**src/cbst_pkg.sv**
```systemverilog
// Shared types and constants for the conditional block skip tracker.
package cbst_pkg;

  localparam int COUNT_W    = 8;
  localparam int FILE_DEPTH = 8;
  localparam int LEVEL_W    = $clog2(FILE_DEPTH + 1);
  localparam int ADDR_W     = (FILE_DEPTH > 1) ? $clog2(FILE_DEPTH) : 1;

  typedef logic [COUNT_W-1:0] count_t;
  typedef logic [LEVEL_W-1:0] level_t;

  localparam count_t COUNT_MAX = '1;

  typedef enum logic [2:0] {
    OP_START_CFG,
    OP_START_FILE,
    OP_END_FILE,
    OP_IF,
    OP_ELSEIF,
    OP_ELSE,
    OP_ENDIF,
    OP_LINE
  } op_t;

  typedef enum logic [1:0] {
    KIND_COND,
    KIND_ELSE,
    KIND_SKIP
  } kind_t;

  typedef enum logic [1:0] {
    RES_TRUE,
    RES_FALSE,
    RES_ERROR,
    RES_NOTEVAL
  } res_t;

  typedef enum logic [2:0] {
    WARN_NONE,
    WARN_ELSEIF_NO_IF,
    WARN_ELSE_NO_IF,
    WARN_ENDIF_NO_IF,
    WARN_INCLUDE_FALSE,
    WARN_UNCLOSED_IF,
    WARN_STACK_FAULT
  } warn_t;

  typedef struct packed {
    logic clear;
    logic push;
    logic pop;
  } stack_req_t;

  typedef struct packed {
    logic empty;
    logic full;
  } stack_stat_t;

endpackage

```
**src/cbst_stack.sv**
```systemverilog
// File stack of saved true counts: synchronous memory with a cached top entry.
module cbst_stack
  import cbst_pkg::*;
(
  input  logic        clk,
  input  logic        rst,
  input  stack_req_t  req,
  input  count_t      push_data,
  output stack_stat_t stat,
  output count_t      top
);

  count_t                 mem [FILE_DEPTH];
  count_t                 rd_data;
  level_t                 level;
  level_t                 level_next;
  logic   [ADDR_W-1:0]    rd_addr;
  logic   [LEVEL_W:0]     below_top;

  always_comb begin
    level_next = level;
    if (req.clear) begin
      level_next = '0;
    end else if (req.push) begin
      level_next = level + 1'b1;
    end else if (req.pop) begin
      level_next = level - 1'b1;
    end
  end

  // Prefetch the entry under the new top so a pop can refill the cache at once
  assign below_top = {1'b0, level_next} - (LEVEL_W + 1)'(2);
  assign rd_addr   = below_top[ADDR_W-1:0];

  always_ff @(posedge clk) begin
    if (rst) begin
      level <= '0;
    end else begin
      level <= level_next;
    end
  end

  always_ff @(posedge clk) begin
    if (req.push) begin
      mem[level[ADDR_W-1:0]] <= push_data;
    end
    rd_data <= mem[rd_addr];
  end

  always_ff @(posedge clk) begin
    if (req.push) begin
      top <= push_data;
    end else if (req.pop) begin
      top <= rd_data;
    end
  end

  assign stat.empty = (level == '0);
  assign stat.full  = (level == LEVEL_W'(FILE_DEPTH));

endmodule

```
**src/conditional_block_skip_tracker.sv**
```systemverilog
// Top level of the conditional block skip tracker.
// Takes one line event per cycle and returns one result per event in the next
// cycle, from an output register; an event is taken in every cycle in which
// the output register is empty or being drained. Counts of open true and
// false branches and the pending-else flag sit in registers; the saved true
// counts of nested files sit in a small synchronous memory whose top entry is
// cached, with the entry below it read ahead, so an end of file restores its
// count without a stall. No clearing pass is needed after reset.
module conditional_block_skip_tracker
  import cbst_pkg::*;
(
  input  logic       clk,
  input  logic       rst,
  input  logic       in_valid,
  output logic       in_stall,
  input  logic [2:0] op,
  input  logic       cond_true,
  input  logic       cond_error,
  input  logic       line_not_reportable,
  output logic       out_valid,
  input  logic       out_stall,
  output logic       skip_line,
  output logic       trace_valid,
  output logic [1:0] trace_kind,
  output logic [1:0] trace_result,
  output logic       trace_active,
  output logic [2:0] warning
);

  count_t      open_true;
  count_t      open_false;
  logic        else_pending;
  count_t      open_true_next;
  count_t      open_false_next;
  logic        else_pending_next;
  logic        accept;
  stack_req_t  req;
  stack_req_t  stack_req;
  stack_stat_t stat;
  count_t      top;
  logic        traced;
  kind_t       kind;
  res_t        res;
  logic        act;
  warn_t       warn;
  logic        skip;
  logic        take;

  function automatic count_t inc_sat(count_t v);
    return (v == COUNT_MAX) ? v : v + 1'b1;
  endfunction

  assign in_stall  = out_valid && out_stall;
  assign accept    = in_valid && !in_stall;
  assign stack_req = accept ? req : '0;

  cbst_stack u_stack (
    .clk       (clk),
    .rst       (rst),
    .req       (stack_req),
    .push_data (open_true),
    .stat      (stat),
    .top       (top)
  );

  always_comb begin
    open_true_next    = open_true;
    open_false_next   = open_false;
    else_pending_next = else_pending;
    req               = '0;
    traced            = 1'b0;
    kind              = KIND_COND;
    res               = RES_TRUE;
    act               = 1'b0;
    warn              = WARN_NONE;
    skip              = 1'b0;
    take              = 1'b0;
    case (op_t'(op))
      OP_START_CFG: begin
        open_true_next  = '0;
        open_false_next = '0;
        req.clear       = 1'b1;
      end
      OP_START_FILE: begin
        if (open_false != '0) begin
          warn            = WARN_INCLUDE_FALSE;
          open_false_next = '0;
        end
        if (!stat.full) begin
          req.push = 1'b1;
        end else begin
          warn = WARN_STACK_FAULT;
        end
        open_true_next    = '0;
        else_pending_next = 1'b0;
      end
      OP_END_FILE: begin
        if (open_true != '0 || open_false != '0) begin
          warn            = WARN_UNCLOSED_IF;
          open_false_next = '0;
        end
        if (!stat.empty) begin
          req.pop        = 1'b1;
          open_true_next = top;
        end else begin
          open_true_next = '0;
          warn           = WARN_STACK_FAULT;
        end
      end
      default: begin
        case (op_t'(op))
          OP_IF: begin
            if (open_false == '0) begin
              traced = 1'b1;
              kind   = KIND_COND;
              if (cond_error) begin
                res             = RES_ERROR;
                open_false_next = inc_sat(open_false);
              end else if (cond_true) begin
                res            = RES_TRUE;
                act            = 1'b1;
                open_true_next = inc_sat(open_true);
              end else begin
                res               = RES_FALSE;
                open_false_next   = inc_sat(open_false);
                else_pending_next = 1'b1;
              end
            end else begin
              open_false_next = inc_sat(open_false);
            end
          end
          OP_ELSEIF, OP_ELSE: begin
            kind = (op_t'(op) == OP_ELSE) ? KIND_ELSE : KIND_COND;
            if (open_false == '0) begin
              traced = 1'b1;
              res    = RES_NOTEVAL;
              if (open_true == '0) begin
                warn = (op_t'(op) == OP_ELSE) ? WARN_ELSE_NO_IF : WARN_ELSEIF_NO_IF;
              end else begin
                open_false_next = inc_sat(open_false);
                open_true_next  = open_true - 1'b1;
              end
            end else if (open_false == COUNT_W'(1)) begin
              traced = 1'b1;
              res    = RES_NOTEVAL;
              // A branch can still be taken only while the chain is pending
              if (else_pending) begin
                if (op_t'(op) == OP_ELSE) begin
                  take = 1'b1;
                end else if (cond_error) begin
                  res = RES_ERROR;
                end else begin
                  res  = cond_true ? RES_TRUE : RES_FALSE;
                  take = cond_true;
                end
                if (take) begin
                  act               = 1'b1;
                  open_false_next   = '0;
                  open_true_next    = inc_sat(open_true);
                  else_pending_next = 1'b0;
                end
              end
            end
          end
          OP_ENDIF: begin
            if (open_false == '0) begin
              if (open_true == '0) begin
                warn = WARN_ENDIF_NO_IF;
              end else begin
                open_true_next = open_true - 1'b1;
              end
            end else begin
              open_false_next = open_false - 1'b1;
            end
            if (open_false_next == '0) begin
              else_pending_next = 1'b0;
            end
          end
          default: begin
          end
        endcase
        if (open_false_next != '0) begin
          skip = 1'b1;
          if (!traced && !line_not_reportable) begin
            traced = 1'b1;
            kind   = KIND_SKIP;
            res    = RES_NOTEVAL;
            act    = 1'b0;
          end
        end
      end
    endcase
  end

  always_ff @(posedge clk) begin
    if (rst) begin
      open_true    <= '0;
      open_false   <= '0;
      else_pending <= 1'b0;
      out_valid    <= 1'b0;
    end else begin
      if (accept) begin
        open_true    <= open_true_next;
        open_false   <= open_false_next;
        else_pending <= else_pending_next;
        out_valid    <= 1'b1;
      end else if (!out_stall) begin
        out_valid <= 1'b0;
      end
    end
  end

  // Hold the result until its transfer completes
  always_ff @(posedge clk) begin
    if (accept) begin
      skip_line    <= skip;
      trace_valid  <= traced;
      trace_kind   <= traced ? kind : KIND_COND;
      trace_result <= traced ? res : RES_TRUE;
      trace_active <= traced && act;
      warning      <= warn;
    end
  end

endmodule

```
**config.mk**
```make
export PLATFORM = sky130hd
export DESIGN_NAME = conditional_block_skip_tracker
export DESIGN_NICKNAME = d
export VERILOG_FILES = /design/src/cbst_pkg.sv /design/src/cbst_stack.sv /design/src/conditional_block_skip_tracker.sv
export SDC_FILE = /design/constraint.sdc
export NUM_CORES = 1
export LEC_CHECK = 0
export ABC_AREA = 0
export BUFFER_PORTS_ARGS = -buffer_cell sky130_fd_sc_hd__buf_2
export CAP_MARGIN = 20
export CORE_MARGIN = 1
export CORE_UTILIZATION = 50
export DETAILED_ROUTE_END_ITERATION = 10
export PLACE_DENSITY_LB_ADDON = 0.2
export SLEW_MARGIN = 5
export SYNTH_ARGS = -nofsm -noshare
export SYNTH_HDL_FRONTEND = slang
export SYNTH_SLANG_ARGS = --single-unit
```
**constraint.sdc**
```tcl
create_clock -name clk -period 3.9 [get_ports clk]
set_input_delay 0 -clock clk [delete_from_list [all_inputs] [get_ports clk]]
set_output_delay 0 -clock clk [all_outputs]
set_load 0.005 [all_outputs]
```
==> reports/qor.yml <==
status: "finished clean"
antenna_found_initial: 0
synthToLayoutAreaGrowth_pct: 9.89
drtIter0Drc: 684
num_antenna_cells: 0
placed_cells: 749
setup_viol: 0
p_int_mw: 1.96
ir_worst_vdd_mv: 0.223
p_sw_mw: 0.811
period_needed_ns: 3.55
pwr-share-clk_pct: 32.5
fin_setup_tns_ns: 0
cp-start-kind: "flop"
hold_viol: 0
grt_start_max_net_pins: 28
grt_pass1_wl_um: 26600
cts_tree: "yes"
power_switching_share_pct: 29.2
die_width_um: 112
worstPathMaxFanout: 13
ys_seq_elements: 112
hold_class: "primary input to flop"
remaining_drc_errors: 0
synth_cell_type_count: 69
synth_edf_count: 82
post_cts_buffers: 0
ios: 22
via_per_inst: 6.72
crit_path_end_kind: "flop"
drive_gt1_share_pct: 12.7
firstDrtPassIters: 5
grt_remaining_overflow: 0
clock_skew_ns: 0.00604
seq_power_share_pct: 50.2
synth_top_area_share_pct: 40.6
path_class: "flop to flop"
first_global_vias: 4757
fmax_mhz: 282
core-area_um2: 11600
vias: 5144
power.total_mw: 2.78
routedWlPerCell_um: 21.8
dieHeight_um: 112
clk_pin_slew_worst_paths_ns: 0.08
rows: 39
tightestPinTransition_ns: 0.756
max-clock-path-buffers: 2
place_congestion: 0.938
ys_top_cells_by_area: "edfxtp_1, dfxtp_1, a211oi_1"
synthCells: 604
hpwlAfterDp_um: 11800
final_core_util_pct: 57.3
fillers: 1011
max-slew-margin-rel_pct: 48.9
pwr_density_cell_nw_per_um2: 417
clock_latency_ns: 0.36
final_cell_count_no_fill: 766
maxCapViolations: 0
cts_sinks: 112
async_flop_share_pct: 0
start_util_pct: 52.2
layout.nets: 636
ys.flop_type: "edfxtp_1"
io_buffer_count: 21
p_leak_nw: 2.46
synth_nets: 622
dieArea_um2: 12600
required_ns: 3.99
synth_top_area_cell: "edfxtp_1"
numCtsBuffers: 9
slew_viol_final: 0
htree_levels: 3
antenna_left: 0
final_min_period_over_clock_period_pct: 90.9
ctsRootBufferMaster: "clkbuf_16"
rsz0062_at_grt: "no"
synthesis.area_um2: 6060
combPwrFrac_pct: 17.3
syn_avg_cell_area_um2: 10.0
routed_wl_um: 16700
ys_seq_area_share_pct: 50.5
grt_usage_pct: 27.9
worstPathArrival_ns: 3.64
yosys_warnings: 0
==> layout make-up <==
type | count | area (µm²) | area share [%]
flip-flops and latches | 112 | 3060 | 46.0
clock buffers | 10 | 229 | 3.44
repair buffers | 48 | 310 | 4.66
well taps | 143 | 179 | 2.69
inverters | 13 | 48.8 | 0.733
clock inverters | 6 | 55.1 | 0.827
multi-input cells | 434 | 2770 | 41.7
==> through the flow <==
step                      hold WS, ns  setup WS [ns]  cell area [µm²]
after floorplan                0.0897          0.951             6060
after global placement          0.223          0.562             6360
after detailed placement        0.242          0.512             6360
after CTS                     0.00123          0.475             6660
after global routing           0.0401         0.0843             6660
final                         0.00297          0.353             6660
==> power by group through the flow <==
| stage | registers [mW] | logic [mW] | clock network (mW) |
|---|---|---|---|
| 2_1_floorplan | 1.40 | 0.336 | 0 |
| 3_3_place_gp | 1.42 | 0.456 | 0 |
| 3_5_place_dp | 1.42 | 0.465 | 0 |
| 4_1_cts | 1.39 | 0.468 | 0.919 |
| 5_1_grt | 1.40 | 0.525 | 0.961 |
| 6_report | 1.39 | 0.479 | 0.903 |
==> layout by cell type, fill, tap and decap left out, types with 5 or more instances in the layout <==
cell type	instances
edfxtp_1	82
nand2_1	61
a211oi_1	41
and3_1	41
nor2_1	39
dfxtp_1	30
a21oi_1	27
buf_4	26
o21ai_0	23
buf_2	21
nand3_1	18
nor3_1	18
inv_1	13
nor4_1	11
o31ai_1	10
clkbuf_16	9
a31oi_1	8
ha_1	8
mux2i_1	6
and2_1	6
nor2b_1	6
nand4_1	6
nand2b_1	5
a221oi_1	5
a311oi_1	5
a22oi_1	5
==> logic make-up after synthesis <==
kind of cell / count (synthesis) / synth area share, %
XOR/XNOR: 7 / 1.01
flip-flops: 112 / 50.5
AND/OR/NAND/NOR: 238 / 20.6
buffers and inverters: 58 / 3.80
adder cells (fa/ha/maj): 8 / 1.65
AO/OA/AOI/OAI: 175 / 21.4
multiplexers: 6 / 0.991
==> registers in the layout, summed over array words and instances, names as in the netlist <==
signal and count:
u_stack.mem 64, open_false 8, open_true 8, u_stack.rd_data 8, u_stack.top 8, u_stack.level 4
warning 3, trace_kind 2, trace_result 2, else_pending 1, out_valid 1, skip_line 1
trace_active 1, trace_valid 1
==> final timing paths <==
path / to / startpoint / depth (start not counted) / slack, ns
hold / removal: out_valid / out_stall / 4 / 0.003
setup reg to reg: trace_kind[1] / open_false[1] / 9 / 0.35
setup / recovery: trace_kind[1] / open_false[1] / 9 / 0.35
hold reg to reg: else_pending / else_pending / 2 / 0.50
==> worst max-delay path, stage by stage (launching register included) <==
cell      delay (ns)
dfxtp_1         0.45
inv_1           0.13
ha_1            0.27
or4b_1          0.67
nor2_1          0.55
nor2_1          0.13
a221oi_1        0.29
a21oi_1         0.17
nor4_1          0.50
nor2b_1         0.11
==> layer usage <==
metal / track usage (%) / wire length (µm) / part of all wire, % / vias up
met3: 6.64 / 1470 / 8.8 / 37
met4: 9.78 / 424 / 2.5 / 0
met1: 40.0 / 7450 / 45 / 2460
li1: - / - / - / 2369
met2: 41.4 / 7380 / 44 / 278
met5: 0 / 0 / 0 / -
==> what timing repair did <==
action | CTS | global route
resized for setup | 0 | 0
endpoints found under the hold margin | 1 | 0
hold buffers | 1 | 0
endpoints found under the setup margin | 0 | 0
==> cell usage after synthesis (all sizes together), types with 3 or more instances <==
| cell | count |
|---|---|
| nor2b | 6 |
| o21ai | 25 |
| nand2b | 5 |
| a211o | 4 |
| o31ai | 11 |
| clkbuf | 34 |
| and2 | 6 |
| nand3 | 18 |
| buf | 11 |
| a22oi | 5 |
| a311oi | 5 |
| dfxtp | 30 |
| inv | 13 |
| o21a | 3 |
| a31o | 4 |
| edfxtp | 82 |
| a221oi | 5 |
| nand4 | 6 |
| or3 | 4 |
| nor4 | 11 |
| mux2i | 6 |
| o41ai | 4 |
| nor3b | 3 |
| and4 | 3 |
| a21oi | 27 |
| nand2 | 61 |
| xnor2 | 5 |
| o221ai | 3 |
| nor2 | 40 |
| a31oi | 8 |
| a211oi | 41 |
| nor3 | 21 |
| ha | 8 |
| o31a | 3 |
| a2111oi | 5 |
| and3 | 41 |
| nand3b | 3 |
| and3b | 3 |
Note: power is estimated with default switching activity, not from simulation.
